$ cat src/sv/tprc_pkg.sv
`default_nettype none
package tprc_pkg;

   localparam int NUMBER_OF_TESTS_DEFAULT = 7;

   localparam int RSP_DEPTH = 4;
   localparam int RSP_PTR_W = $clog2(RSP_DEPTH);
   localparam int RSP_CNT_W = $clog2(RSP_DEPTH + 1);

   localparam logic [7:0] CSR_PEER_ADDRESS   = 8'd0;
   localparam logic [7:0] CSR_BASE_PORT      = 8'd1;
   localparam logic [7:0] CSR_PROBE_SEQUENCE = 8'd2;
   localparam logic [7:0] CSR_MSS_VALUE      = 8'd3;

   localparam logic [15:0] MSS_VALUE_RESET = 16'd265;

   localparam logic [2:0] SYM_NOP       = 3'd0;
   localparam logic [2:0] SYM_MSS       = 3'd1;
   localparam logic [2:0] SYM_WSCALE    = 3'd2;
   localparam logic [2:0] SYM_TIMESTAMP = 3'd3;
   localparam logic [2:0] SYM_END       = 3'd4;

   localparam logic [1:0] ACK_SEQ_PLUS_ONE = 2'd0;
   localparam logic [1:0] ACK_SEQ          = 2'd1;
   localparam logic [1:0] ACK_OTHER        = 2'd2;

   typedef struct packed {
      logic [31:0] peer_address;
      logic [15:0] base_port;
      logic [31:0] probe_sequence;
      logic [15:0] mss_value;
   } cfg_type;

   typedef struct packed {
      logic        kind;
      logic [2:0]  symbol;
      logic        mss_equal;
      logic        matched;
      logic [2:0]  test_index;
      logic        dont_fragment;
      logic [15:0] window;
      logic [1:0]  ack_class;
      logic [6:0]  flag_bits;
      logic        last;
   } result_type;

   typedef struct packed {
      logic [1:0] count;
      result_type first;
      result_type second;
   } push_type;

endpackage
`default_nettype wire

$ cat src/sv/tprc_rsp_fifo.sv
`default_nettype none
module tprc_rsp_fifo (
   input  wire                   clock,
   input  wire                   reset,
   input  tprc_pkg::push_type    push,
   output logic                  space_ok,
   output logic                  rsp_valid,
   input  wire                   rsp_ready,
   output tprc_pkg::result_type  rsp_result
);
   import tprc_pkg::*;

   result_type           entry_ff [RSP_DEPTH];
   logic [RSP_PTR_W-1:0] wr_ptr_ff, wr_ptr_in;
   logic [RSP_PTR_W-1:0] rd_ptr_ff, rd_ptr_in;
   logic [RSP_CNT_W-1:0] count_ff, count_in;
   logic                 pop;
   logic [RSP_PTR_W-1:0] wr_next;

   assign pop        = rsp_valid && rsp_ready;
   assign rsp_valid  = (count_ff != '0);
   assign rsp_result = entry_ff[rd_ptr_ff];
   assign space_ok   = (count_ff <= RSP_CNT_W'(RSP_DEPTH - 2));
   assign wr_next    = wr_ptr_ff + RSP_PTR_W'(1);

   always_comb begin
      wr_ptr_in = wr_ptr_ff + RSP_PTR_W'(push.count);
      rd_ptr_in = pop ? rd_ptr_ff + RSP_PTR_W'(1) : rd_ptr_ff;
      count_in  = count_ff + RSP_CNT_W'(push.count) - RSP_CNT_W'(pop);
   end

   always_ff @(posedge clock) begin
      if (reset) begin
         wr_ptr_ff <= '0;
         rd_ptr_ff <= '0;
         count_ff  <= '0;
      end else begin
         wr_ptr_ff <= wr_ptr_in;
         rd_ptr_ff <= rd_ptr_in;
         count_ff  <= count_in;
      end
   end

   always_ff @(posedge clock) begin
      if (push.count != 2'd0) begin
         entry_ff[wr_ptr_ff] <= push.first;
      end
      if (push.count == 2'd2) begin
         entry_ff[wr_next] <= push.second;
      end
   end

   a_no_overflow: assert property (@(posedge clock) disable iff (reset)
      (push.count != 2'd0) |-> (count_ff <= RSP_CNT_W'(RSP_DEPTH - 2)))
      else $error("Response queue written without room.");

   a_count_bound: assert property (@(posedge clock) disable iff (reset)
      count_ff <= RSP_CNT_W'(RSP_DEPTH))
      else $error("Response queue count out of range.");

   a_no_underflow: assert property (@(posedge clock) disable iff (reset)
      (count_ff == '0) |=> (count_ff <= RSP_CNT_W'(2)))
      else $error("Response queue count moved from empty by more than one push.");

endmodule
`default_nettype wire

$ cat src/sv/tprc_parser.sv
`default_nettype none
module tprc_parser #(
   parameter int NUMBER_OF_TESTS = tprc_pkg::NUMBER_OF_TESTS_DEFAULT
) (
   input  wire                 clock,
   input  wire                 reset,
   input  tprc_pkg::cfg_type   cfg,
   input  wire                 in_valid,
   output logic                in_ready,
   input  wire  [7:0]          in_byte,
   input  wire                 in_eop,
   input  wire                 space_ok,
   output tprc_pkg::push_type  push
);
   import tprc_pkg::*;

   localparam logic [2:0] PH_KIND    = 3'd0;
   localparam logic [2:0] PH_MSS_LEN = 3'd1;
   localparam logic [2:0] PH_MSS_HI  = 3'd2;
   localparam logic [2:0] PH_MSS_LO  = 3'd3;
   localparam logic [2:0] PH_SKIP    = 3'd4;

   localparam logic [7:0] OPT_END       = 8'd0;
   localparam logic [7:0] OPT_NOP       = 8'd1;
   localparam logic [7:0] OPT_MSS       = 8'd2;
   localparam logic [7:0] OPT_WSCALE    = 8'd3;
   localparam logic [7:0] OPT_TIMESTAMP = 8'd8;

   localparam logic [7:0] PROTO_TCP      = 8'd6;
   localparam logic [3:0] WSCALE_SKIP    = 4'd2;
   localparam logic [3:0] TIMESTAMP_SKIP = 4'd9;
   localparam int         DF_BIT_POS     = 6;

   localparam logic [6:0] OFS_FLAGS_FRAG = 7'd6;
   localparam logic [6:0] OFS_PROTOCOL   = 7'd9;
   localparam logic [6:0] OFS_SRC_FIRST  = 7'd12;
   localparam logic [6:0] OFS_SRC_LAST   = 7'd15;
   localparam logic [6:0] OFS_DPORT_HI   = 7'd22;
   localparam logic [6:0] OFS_DPORT_LO   = 7'd23;
   localparam logic [6:0] OFS_ACK_FIRST  = 7'd28;
   localparam logic [6:0] OFS_ACK_LAST   = 7'd31;
   localparam logic [6:0] OFS_DATA_OFS   = 7'd32;
   localparam logic [6:0] OFS_TCP_FLAGS  = 7'd33;
   localparam logic [6:0] OFS_WINDOW_HI  = 7'd34;
   localparam logic [6:0] OFS_WINDOW_LO  = 7'd35;
   localparam logic [6:0] OFS_MIN_LEN    = 7'd39;
   localparam logic [6:0] OFS_OPTIONS    = 7'd40;
   localparam logic [6:0] OFS_IP_HEADER  = 7'd20;
   localparam logic [6:0] OFS_SATURATE   = 7'd127;

   logic        vld_ff;
   logic [7:0]  byte_ff;
   logic        eop_ff;

   logic [6:0]  offset_ff,    offset_in;
   logic        header_ok_ff, header_ok_in;
   logic [15:0] dest_port_ff, dest_port_in;
   logic [31:0] ack_ff,       ack_in;
   logic [3:0]  data_ofs_ff,  data_ofs_in;
   logic [7:0]  flags_ff,     flags_in;
   logic [15:0] window_ff,    window_in;
   logic        df_ff,        df_in;
   logic [2:0]  phase_ff,     phase_in;
   logic [3:0]  skip_ff,      skip_in;
   logic [7:0]  mss_high_ff,  mss_high_in;
   logic        done_ff,      done_in;

   logic        advance;
   logic [7:0]  peer_byte;
   logic [16:0] port_diff;
   logic [6:0]  area_end;
   logic        walk;
   logic        sym_vld;
   logic [2:0]  sym_code;
   logic        sym_eq;
   logic        matched;
   logic [31:0] seq_plus_one;
   result_type  sym_res;
   result_type  sum_res;

   assign advance  = vld_ff && space_ok;
   assign in_ready = !vld_ff || space_ok;

   always_ff @(posedge clock) begin
      if (reset) begin
         vld_ff <= 1'b0;
      end else if (in_ready) begin
         vld_ff <= in_valid;
      end
   end

   always_ff @(posedge clock) begin
      if (in_ready && in_valid) begin
         byte_ff <= in_byte;
         eop_ff  <= in_eop;
      end
   end

   always_comb begin
      unique case (offset_ff[1:0])
         2'd0:    peer_byte = cfg.peer_address[31:24];
         2'd1:    peer_byte = cfg.peer_address[23:16];
         2'd2:    peer_byte = cfg.peer_address[15:8];
         default: peer_byte = cfg.peer_address[7:0];
      endcase
   end

   always_comb begin
      header_ok_in = header_ok_ff;
      dest_port_in = dest_port_ff;
      ack_in       = ack_ff;
      data_ofs_in  = data_ofs_ff;
      flags_in     = flags_ff;
      window_in    = window_ff;
      df_in        = df_ff;
      port_diff    = {1'b0, dest_port_ff[15:8], byte_ff} - {1'b0, cfg.base_port};
      if (offset_ff == OFS_FLAGS_FRAG) begin
         df_in = byte_ff[DF_BIT_POS];
      end else if (offset_ff == OFS_PROTOCOL) begin
         header_ok_in = (byte_ff == PROTO_TCP);
      end else if (offset_ff >= OFS_SRC_FIRST && offset_ff <= OFS_SRC_LAST) begin
         if (byte_ff != peer_byte) begin
            header_ok_in = 1'b0;
         end
      end else if (offset_ff == OFS_DPORT_HI) begin
         dest_port_in = {byte_ff, 8'd0};
      end else if (offset_ff == OFS_DPORT_LO) begin
         dest_port_in = {dest_port_ff[15:8], byte_ff};
         if (port_diff[16] || port_diff[15:0] >= 16'(NUMBER_OF_TESTS)) begin
            header_ok_in = 1'b0;
         end
      end else if (offset_ff >= OFS_ACK_FIRST && offset_ff <= OFS_ACK_LAST) begin
         ack_in = {ack_ff[23:0], byte_ff};
      end else if (offset_ff == OFS_DATA_OFS) begin
         data_ofs_in = byte_ff[7:4];
      end else if (offset_ff == OFS_TCP_FLAGS) begin
         flags_in = byte_ff;
      end else if (offset_ff == OFS_WINDOW_HI) begin
         window_in = {byte_ff, 8'd0};
      end else if (offset_ff == OFS_WINDOW_LO) begin
         window_in = {window_ff[15:8], byte_ff};
      end
   end

   assign area_end = OFS_IP_HEADER + {1'b0, data_ofs_ff, 2'b00};
   assign walk     = (offset_ff >= OFS_OPTIONS) && (offset_ff < OFS_SATURATE)
                     && header_ok_in && !done_ff;

   always_comb begin
      phase_in    = phase_ff;
      skip_in     = skip_ff;
      mss_high_in = mss_high_ff;
      done_in     = done_ff;
      sym_vld     = 1'b0;
      sym_code    = SYM_NOP;
      sym_eq      = 1'b0;
      if (walk) begin
         unique case (phase_ff)
            PH_KIND: begin
               if (offset_ff < area_end) begin
                  case (byte_ff)
                     OPT_END: begin
                        sym_vld  = 1'b1;
                        sym_code = SYM_END;
                        done_in  = 1'b1;
                     end
                     OPT_NOP: begin
                        sym_vld  = 1'b1;
                        sym_code = SYM_NOP;
                     end
                     OPT_MSS: begin
                        phase_in = PH_MSS_LEN;
                     end
                     OPT_WSCALE: begin
                        sym_vld  = 1'b1;
                        sym_code = SYM_WSCALE;
                        phase_in = PH_SKIP;
                        skip_in  = WSCALE_SKIP;
                     end
                     OPT_TIMESTAMP: begin
                        sym_vld  = 1'b1;
                        sym_code = SYM_TIMESTAMP;
                        phase_in = PH_SKIP;
                        skip_in  = TIMESTAMP_SKIP;
                     end
                     default: begin
                     end
                  endcase
               end
            end
            PH_MSS_LEN: begin
               phase_in = PH_MSS_HI;
            end
            PH_MSS_HI: begin
               mss_high_in = byte_ff;
               phase_in    = PH_MSS_LO;
            end
            PH_MSS_LO: begin
               sym_vld  = 1'b1;
               sym_code = SYM_MSS;
               sym_eq   = ({mss_high_ff, byte_ff} == cfg.mss_value);
               phase_in = PH_KIND;
            end
            default: begin
               if (skip_ff != 4'd0) begin
                  skip_in = skip_ff - 4'd1;
               end
               if (skip_in == 4'd0) begin
                  phase_in = PH_KIND;
               end
            end
         endcase
      end
   end

   assign matched      = header_ok_in && (offset_ff >= OFS_MIN_LEN);
   assign seq_plus_one = cfg.probe_sequence + 32'd1;

   always_comb begin
      sym_res           = '0;
      sym_res.symbol    = sym_code;
      sym_res.mss_equal = sym_eq;
      sym_res.last      = !eop_ff;

      sum_res         = '0;
      sum_res.kind    = 1'b1;
      sum_res.matched = matched;
      sum_res.last    = 1'b1;
      if (matched) begin
         sum_res.test_index    = 3'(dest_port_in - cfg.base_port);
         sum_res.dont_fragment = df_in;
         sum_res.window        = window_in;
         sum_res.flag_bits     = flags_in[6:0];
         if (ack_in == seq_plus_one) begin
            sum_res.ack_class = ACK_SEQ_PLUS_ONE;
         end else if (ack_in == cfg.probe_sequence) begin
            sum_res.ack_class = ACK_SEQ;
         end else begin
            sum_res.ack_class = ACK_OTHER;
         end
      end

      push        = '0;
      push.first  = sym_vld ? sym_res : sum_res;
      push.second = sum_res;
      if (advance) begin
         push.count = 2'({1'b0, sym_vld} + {1'b0, eop_ff});
      end
   end

   assign offset_in = (offset_ff < OFS_SATURATE) ? offset_ff + 7'd1 : offset_ff;

   always_ff @(posedge clock) begin
      if (reset || (advance && eop_ff)) begin
         offset_ff    <= '0;
         header_ok_ff <= 1'b0;
         dest_port_ff <= '0;
         ack_ff       <= '0;
         data_ofs_ff  <= '0;
         flags_ff     <= '0;
         window_ff    <= '0;
         df_ff        <= 1'b0;
         phase_ff     <= PH_KIND;
         skip_ff      <= '0;
         mss_high_ff  <= '0;
         done_ff      <= 1'b0;
      end else if (advance) begin
         offset_ff    <= offset_in;
         header_ok_ff <= header_ok_in;
         dest_port_ff <= dest_port_in;
         ack_ff       <= ack_in;
         data_ofs_ff  <= data_ofs_in;
         flags_ff     <= flags_in;
         window_ff    <= window_in;
         df_ff        <= df_in;
         phase_ff     <= phase_in;
         skip_ff      <= skip_in;
         mss_high_ff  <= mss_high_in;
         done_ff      <= done_in;
      end
   end

   a_eop_clears: assert property (@(posedge clock) disable iff (reset)
      (advance && eop_ff) |=> (offset_ff == '0 && !header_ok_ff && !done_ff))
      else $error("Packet state not cleared after the final byte.");

   a_offset_steps: assert property (@(posedge clock) disable iff (reset)
      (advance && !eop_ff && offset_ff < OFS_SATURATE)
      |=> (offset_ff == $past(offset_ff) + 7'd1))
      else $error("Byte offset did not advance by one.");

   a_pair_ends_summary: assert property (@(posedge clock) disable iff (reset)
      (push.count == 2'd2) |-> (eop_ff && push.second.kind && !push.first.kind))
      else $error("Two results from one byte must be a symbol then a summary.");

endmodule
`default_nettype wire

$ cat src/sv/tcp_probe_reply_classifier_core.sv
// A byte accepted on req is registered, then its results are written to the response queue.
// Throughput: one byte per cycle while the queue has room; a symbol-and-summary byte pushes
// two results at once, drained by a four-entry response queue behind the option decoder.
// Reset (synchronous, active high) returns the registers to their reset values,
// empties the response queue and clears all per-packet parsing state.
`default_nettype none
module tcp_probe_reply_classifier_core #(
   parameter int NUMBER_OF_TESTS = tprc_pkg::NUMBER_OF_TESTS_DEFAULT
) (
   input  wire         clock,
   input  wire         reset,
   input  wire         req_tvalid,
   output logic        req_tready,
   input  wire  [7:0]  req_tdata,   // data_byte[7:0]
   input  wire         req_tlast,
   output logic        rsp_tvalid,
   input  wire         rsp_tready,
   output logic [39:0] rsp_tdata,   // symbol[2:0], mss_equal[3], matched[4], test_index[7:5],
                                    // dont_fragment[8], window[24:9], ack_class[26:25],
                                    // flag_bits[33:27], zero[39:34]
   output logic        rsp_tuser,   // kind[0]
   output logic        rsp_tlast,
   input  wire         csr_valid,
   output logic        csr_ready,
   input  wire  [7:0]  csr_index,
   input  wire  [31:0] csr_data
);
   import tprc_pkg::*;

   cfg_type    cfg_ff;
   push_type   push;
   logic       space_ok;
   result_type rsp_result;

   assign csr_ready = 1'b1;

   always_ff @(posedge clock) begin
      if (reset) begin
         cfg_ff.peer_address   <= '0;
         cfg_ff.base_port      <= '0;
         cfg_ff.probe_sequence <= '0;
         cfg_ff.mss_value      <= MSS_VALUE_RESET;
      end else if (csr_valid) begin
         unique case (csr_index)
            CSR_PEER_ADDRESS:   cfg_ff.peer_address   <= csr_data;
            CSR_BASE_PORT:      cfg_ff.base_port      <= csr_data[15:0];
            CSR_PROBE_SEQUENCE: cfg_ff.probe_sequence <= csr_data;
            CSR_MSS_VALUE:      cfg_ff.mss_value      <= csr_data[15:0];
            default: begin
            end
         endcase
      end
   end

   tprc_parser #(
      .NUMBER_OF_TESTS(NUMBER_OF_TESTS)
   ) u_parser (
      .clock   (clock),
      .reset   (reset),
      .cfg     (cfg_ff),
      .in_valid(req_tvalid),
      .in_ready(req_tready),
      .in_byte (req_tdata),
      .in_eop  (req_tlast),
      .space_ok(space_ok),
      .push    (push)
   );

   tprc_rsp_fifo u_rsp_fifo (
      .clock     (clock),
      .reset     (reset),
      .push      (push),
      .space_ok  (space_ok),
      .rsp_valid (rsp_tvalid),
      .rsp_ready (rsp_tready),
      .rsp_result(rsp_result)
   );

   assign rsp_tuser = rsp_result.kind;
   assign rsp_tlast = rsp_result.last;
   assign rsp_tdata = {6'd0,
                       rsp_result.flag_bits,
                       rsp_result.ack_class,
                       rsp_result.window,
                       rsp_result.dont_fragment,
                       rsp_result.test_index,
                       rsp_result.matched,
                       rsp_result.mss_equal,
                       rsp_result.symbol};

endmodule
`default_nettype wire
$ cat config.mk
export PLATFORM = sky130hd
export DESIGN_NAME = tcp_probe_reply_classifier_core
export DESIGN_NICKNAME = d
export VERILOG_FILES = /design/src/sv/tprc_pkg.sv /design/src/sv/tprc_rsp_fifo.sv /design/src/sv/tprc_parser.sv /design/src/sv/tcp_probe_reply_classifier_core.sv
export SDC_FILE = /design/constraint.sdc
export NUM_CORES = 1
export LEC_CHECK = 0
export CORE_MARGIN = 2
export CORE_UTILIZATION = 31
export CTS_CLUSTER_SIZE = 25
export DETAILED_ROUTE_END_ITERATION = 8
export DONT_BUFFER_PORTS = 1
export RECOVER_POWER = 25
export SETUP_SLACK_MARGIN = 0.02
export SYNTH_ARGS = -nofsm -noshare
export SYNTH_HDL_FRONTEND = slang
export SYNTH_SLANG_ARGS = --single-unit
$ cat constraint.sdc
create_clock -name clock -period 9.9 [get_ports clock]
set_clock_uncertainty 0.2 [all_clocks]
set_input_delay 0.99 -clock clock [delete_from_list [all_inputs] [get_ports clock]]
set_output_delay 0.99 -clock clock [all_outputs]
set_load 0.02 [all_outputs]
# Word-level counts from Yosys, hierarchy flattened
# Memories as Yosys holds them, arrays and structs flattened. A register that Yosys moved wholly into a read port is not among the register bits.
# Index checks and enable logic that the tools add are counted.
# totals
reg_bits,213
latch_bits,0
ram_bits,144
mem_bits_ro,0
out_inout_bits,45
n_memories,1
# mem_list
memory,depth,width,read_ports,rd_ports_with_merged_regs,wr,line,source
u_rsp_fifo.entry_ff,4,36,1,1,2,tprc_rsp_fifo.sv:13,result_type entry_ff [RSP_DEPTH];
# classes
add_sub_neg,12
multipliers,0
n_div,0
magnitude_cmp,10
eq_ne,29
shifts,0
muxes,69
bitwise_logic,7
reduce_logical,39
# op_table
op,count
$mux W16,13
$mux W32,6
$eq A32 B32 Y1,2
$mux W7,8
$mux W36,1
$add A32 B1 Y32 const B,1
$eq A8 B2 Y1 const B,4
$mux W29,1
$eq A7 B6 Y1 const B,4
$pmux W8 S3,1
$mux W1,17
$sub A16 B16 Y17,1
$eq A16 B16 Y1,1
$eq A8 B1 Y1 const B,2
$ge A16 B3 Y1 const B,1
$logic_not A8 Y1,2
$mux W4,4
$mux W8,2
$pmux W4 S2,2
$reduce_and A5 Y1,3
$eq A7 B5 Y1 const B,2
$ge A7 B6 Y1 const B,2
$mux W3,4
$pmux W3 S2,2
48 further kinds,80

# Depth between registers and ports, before layout
# depth
word_depth,17
ltp_mapped,19

# Modules after synthesis
# From an unflattened synthesis, not the netlist that was laid out.
# unflattened
hier_cells,1837
hier_area_um2,19755.2
# by_module_without_submodules
mod,n_inst,cells_each,area_each_um2
tprc_parser,1,1077,8177.8
tprc_rsp_fifo,1,398,7556.0
tcp_probe_reply_classifier_core,1,362,4021.4

# Worst setup path before layout
# OpenSTA, ideal clock, no wires.
# synth_timing
path_type,reg2reg
startpoint,register u_parser.offset_ff[0]
endpoint,"memory u_rsp_fifo.entry_ff[2][10] (netlist name), enable pin"
arrival_time_ns,3.991
required_time_ns,9.315
setup_slack_ns,5.324
stages_incl_launch_ff,19
n_path_buf,2
period_less_slack_ns,4.576
path_cell_list,dfxtp_1 > inv_1 > ha_1 > buf_2 > a222oi_1 > mux2i_1 > xnor2_1 > nand4_1 > o2111ai_2 > a21oi_2 > or3b_1 > buf_2 > inv_1 > ha_1 > nand2b_1 > nor3_1 > a21oi_1 > nand2b_1 > inv_1
# synth_rtl
element,line,source
from (decl),tprc_parser.sv:55,"logic [6:0] offset_ff, offset_in;"
from (signal assigned),tprc_parser.sv:268,offset_ff <= offset_in;
to (decl),tprc_rsp_fifo.sv:13,

# Worst setup path in the final report
# layout_timing
startpoint,register u_rsp_fifo.count_ff[1]
endpoint,register u_parser.dest_port_ff[1]
# layout_between
elab_chain_len,4
# layout_rtl
element,line,source
from (decl),tprc_rsp_fifo.sv:16,"logic [RSP_CNT_W-1:0] count_ff, count_in;"
from (signal assigned),tprc_rsp_fifo.sv:40,count_ff <= count_in;
$le A3 B2 Y1 *,tprc_rsp_fifo.sv:23,assign space_ok = (count_ff <= RSP_CNT_W'(RSP_DEPTH - 2));
$logic_and A1 B1 Y1 *,tprc_parser.sv:81,assign advance = vld_ff && space_ok;
$logic_and A1 B1 Y1,tprc_parser.sv:254,if (reset || (advance && eop_ff)) begin
$logic_or A1 B1 Y1,tprc_parser.sv:254,
to (signal assigned),tprc_parser.sv:270,dest_port_ff <= dest_port_in;
to (decl),tprc_parser.sv:57,"logic [15:0] dest_port_ff, dest_port_in;"
# Every way passes the cells marked *; elsewhere a longest branch is shown, timed or not.
# A chain may end at the register's enable or synchronous reset.

==> results.toml <==
[floorplanning]
start_util_pct = 31.3
ios = 99
die_h_um = 245
num_rows = 88
dieArea_mm2 = 0.0601
core_mm2 = 0.0576
die_w_um = 245

[cts]
htreeDepth = 2
clk_path_buf_depth = 3
clockRootBuffer = "clkbuf_16"
clkSlewWorstSetupHoldPaths_ps = 60
cts_hold_buffers = 0
clock_sinks = 354
cts_setup_buffers = 0
cts_buffers = 39
tritoncts = "yes"
clk_latency_ps = 560
cts_resized = 0

[hold_path]
min_path_type = "reg2reg"

[synthesis]
yosysTopAreaCell = "dfxtp_1"
synth_ff_type = "dfxtp_1"
ys_types = 88
synth-seq-area-share_pct = 46.5
ys_top_cells_by_area = "dfxtp_1 25%, edfxtp_1 21%, nand2_1 7.6%"
async_flop_share_pct = 0
syn_area_per_cell_um2 = 9.38
syn_inst = 1923
synth_top_area_share_pct = 25.0
synth_common_cells = "364 x nand2_1, 225 x dfxtp_1, 192 x a21oi_1, 129 x edfxtp_1, 105 x nor3_1"
synth_edf_count = 129
syn-cell-area_mm2 = 0.0180
synth_most_common_cell = "nand2_1"
ys_ff_latch = 354
ys_warn_count = 0

[pwr]
power_density_mw_per_mm2 = 178
irDropWorstVdd_mv = 0.121
p_leak_nw = 6.51

[setup_path]
arrival_ps = 5710
criticalPathCategory = "reg2reg"
path_cells = "a21oi_1 > and2_0 > clkbuf_1 > a21o_2 > clkbuf_1 > nor3_1"
slowest_delay_ps = 3090
crit_top_cell = "clkbuf_1"
cp_max_fo = 96
required_ps = 9930
endpoint_kind = "flop"
critPathSlowestCell = "clkbuf_1"
critPathTopFamily = "buffers and inverters"
critPathLaunchType = "flop"
worstPathBufferInverterCount = 2

[sta]
rsz0062_at_grt = "false"
worst_pin_slew_ps = 4480
fin_crit_ps = 5680
setup_tns_ps = 0
timing.fmax_mhz = 176
timing.final.crit_share_pct = 57.3
hold_ws_ps = 246
finalMaxSlewViolations = 134
relSlewSlack_pct = -198
setup_viol = 0
finalHoldViolCount = 0

[flow_run]
cap_violations = 2

[global_route]
grt_pass1_wl_um = 79600
grt_overflow = 0
grt_pass1_vias = 13582
antenna_found_initial = 0
grt_use_total_pct = 16.8
grt_max_degree = 113

[finish]
n_antenna_cell = 0
drive_gt1_share_pct = 8.32
seqCellArea_mm2 = 0.00838
multi_input_area_mm2 = 0.00880
final_nets = 1936
instances_no_fill = 2641
final_util_pct = 34.4
area_growth_pct = 9.99
n_fill_cell = 5848
finalInstanceArea_mm2 = 0.0198

[route]
wl_per_cell_um = 19.3
drtIter0Drc = 1326
via_per_inst = 5.32
drt_pre_antenna_iters = 9
via_count = 14040
routed_wl_um = 51000
ant_nets = 0
drc_errors = 0

[place]
place.detailed.hpwl_um = 34800
place.gp.congestion = 0.893
placed_cell_area_mm2 = 0.0185
port_buffers = 0
dp_cells = 2570

[status]
status = "finished, violations left"
violations = "capacitance limit, slew limit"
==> metrics by stage <==
stage | power (mW) | worst slack, ps
5_1_grt | 3.66 | 3830
2_1_floorplan | 1.95 | 5320
4_1_cts | 3.57 | 4610
6_report | 3.53 | 4220
3_3_place_gp | 2.05 | 4790
3_5_place_dp | 2.06 | 4640
==> worst min-delay path, delay by kind of cell (launching register included) <==
family,cells,cell delay (ps)
and+or+nand+nor,2,90
DFF,1,310
==> routing by layer <==
metal,routed length [um],global-route usage (%)
met5,0,0
met4,893,4.02
met3,3440,3.23
met2,23600,26.9
met1,23100,23.3
==> final timing paths <==
path	startpoint	end	slack (ps)	depth (start not counted)
min reg2reg	u_rsp_fifo.entry_ff[2][35]$_SDFFE_PP1N_	u_rsp_fifo.entry_ff[2][35]$_SDFFE_PP1N_	250	2
min	u_rsp_fifo.entry_ff[2][35]$_SDFFE_PP1N_	u_rsp_fifo.entry_ff[2][35]$_SDFFE_PP1N_	250	2
max	u_rsp_fifo.count_ff[1]$_SDFF_PP0_	u_parser.dest_port_ff[1]$_SDFFE_PP0P_	4220	6
max reg2reg	u_rsp_fifo.count_ff[1]$_SDFF_PP0_	u_parser.dest_port_ff[1]$_SDFFE_PP0P_	4220	6
==> placed cells by master, fill, tap and decap left out, types with 7 or more instances in the layout <==
master / Yosys / routed
inv_1: 56 / 56
nor3_1: 105 / 105
nor3b_1: 9 / 8
nor2b_1: 11 / 11
buf_4: 8 / 18
conb_1: 2 / 7
xnor2_1: 64 / 64
or3_1: 8 / 8
a222oi_1: 9 / 9
and3_1: 13 / 13
nor2_1: 97 / 95
a21oi_1: 192 / 192
ha_1: 33 / 33
and4_1: 8 / 8
nand3_1: 30 / 30
nand4_1: 23 / 23
nand2b_1: 11 / 11
a22oi_1: 11 / 10
mux4_2: 36 / 36
mux2i_1: 79 / 79
edfxtp_1: 129 / 129
clkbuf_1: 94 / 10
clkbuf_16: 0 / 40
nand3b_1: 13 / 13
xor2_1: 31 / 31
dfxtp_1: 225 / 223
nor4_1: 45 / 45
o21ai_0: 46 / 46
nand2_1: 364 / 364
==> layout make-up <==
| class | count | share of cell area, % |
|---|---|---|
| tap | 765 | 4.83 |
| timing repair buffer | 21 | 0.738 |
| clock inverter | 19 | 1.19 |
| multi-input combinational | 1373 | 44.4 |
| clock buffer | 52 | 5.53 |
| sequential | 354 | 42.3 |
| inverter | 57 | 1.08 |
==> cells by family after synthesis <==
group | share of synthesized area [%]
AO/OA/AOI/OAI | 11.4
adder cells (fa/ha/maj) | 2.62
flip-flops | 46.5
multiplexers | 9.41
XOR/XNOR | 4.62
AND/OR/NAND/NOR | 20.5
other | 0.0417
buffers and inverters | 4.98
==> flip-flops by register name (all words and copies together), names as in the netlist, 4 cells and up, named ones only <==
| signal | flops |
|---|---|
| u_parser.skip_ff | 4 |
| cfg_ff | 96 |
| u_rsp_fifo.entry_ff | 144 |
| u_parser.mss_high_ff | 8 |
| u_parser.dest_port_ff | 11 |
| u_parser.offset_ff | 7 |
| u_parser.window_ff | 16 |
| u_parser.data_ofs_ff | 4 |
| u_parser.flags_ff | 7 |
| u_parser.byte_ff | 8 |
| u_parser.ack_ff | 32 |
==> power breakdown <==
part | leakage [nW] | internal (mW) | switching (mW) | total [mW]
registers | 2.96 | 1.54 | 0.0335 | 1.57
clock network | 0.650 | 0.890 | 0.613 | 1.50
logic | 2.90 | 0.163 | 0.290 | 0.453
total | 6.51 | 2.59 | 0.937 | 3.53
Power figures use the tool's default switching activity.
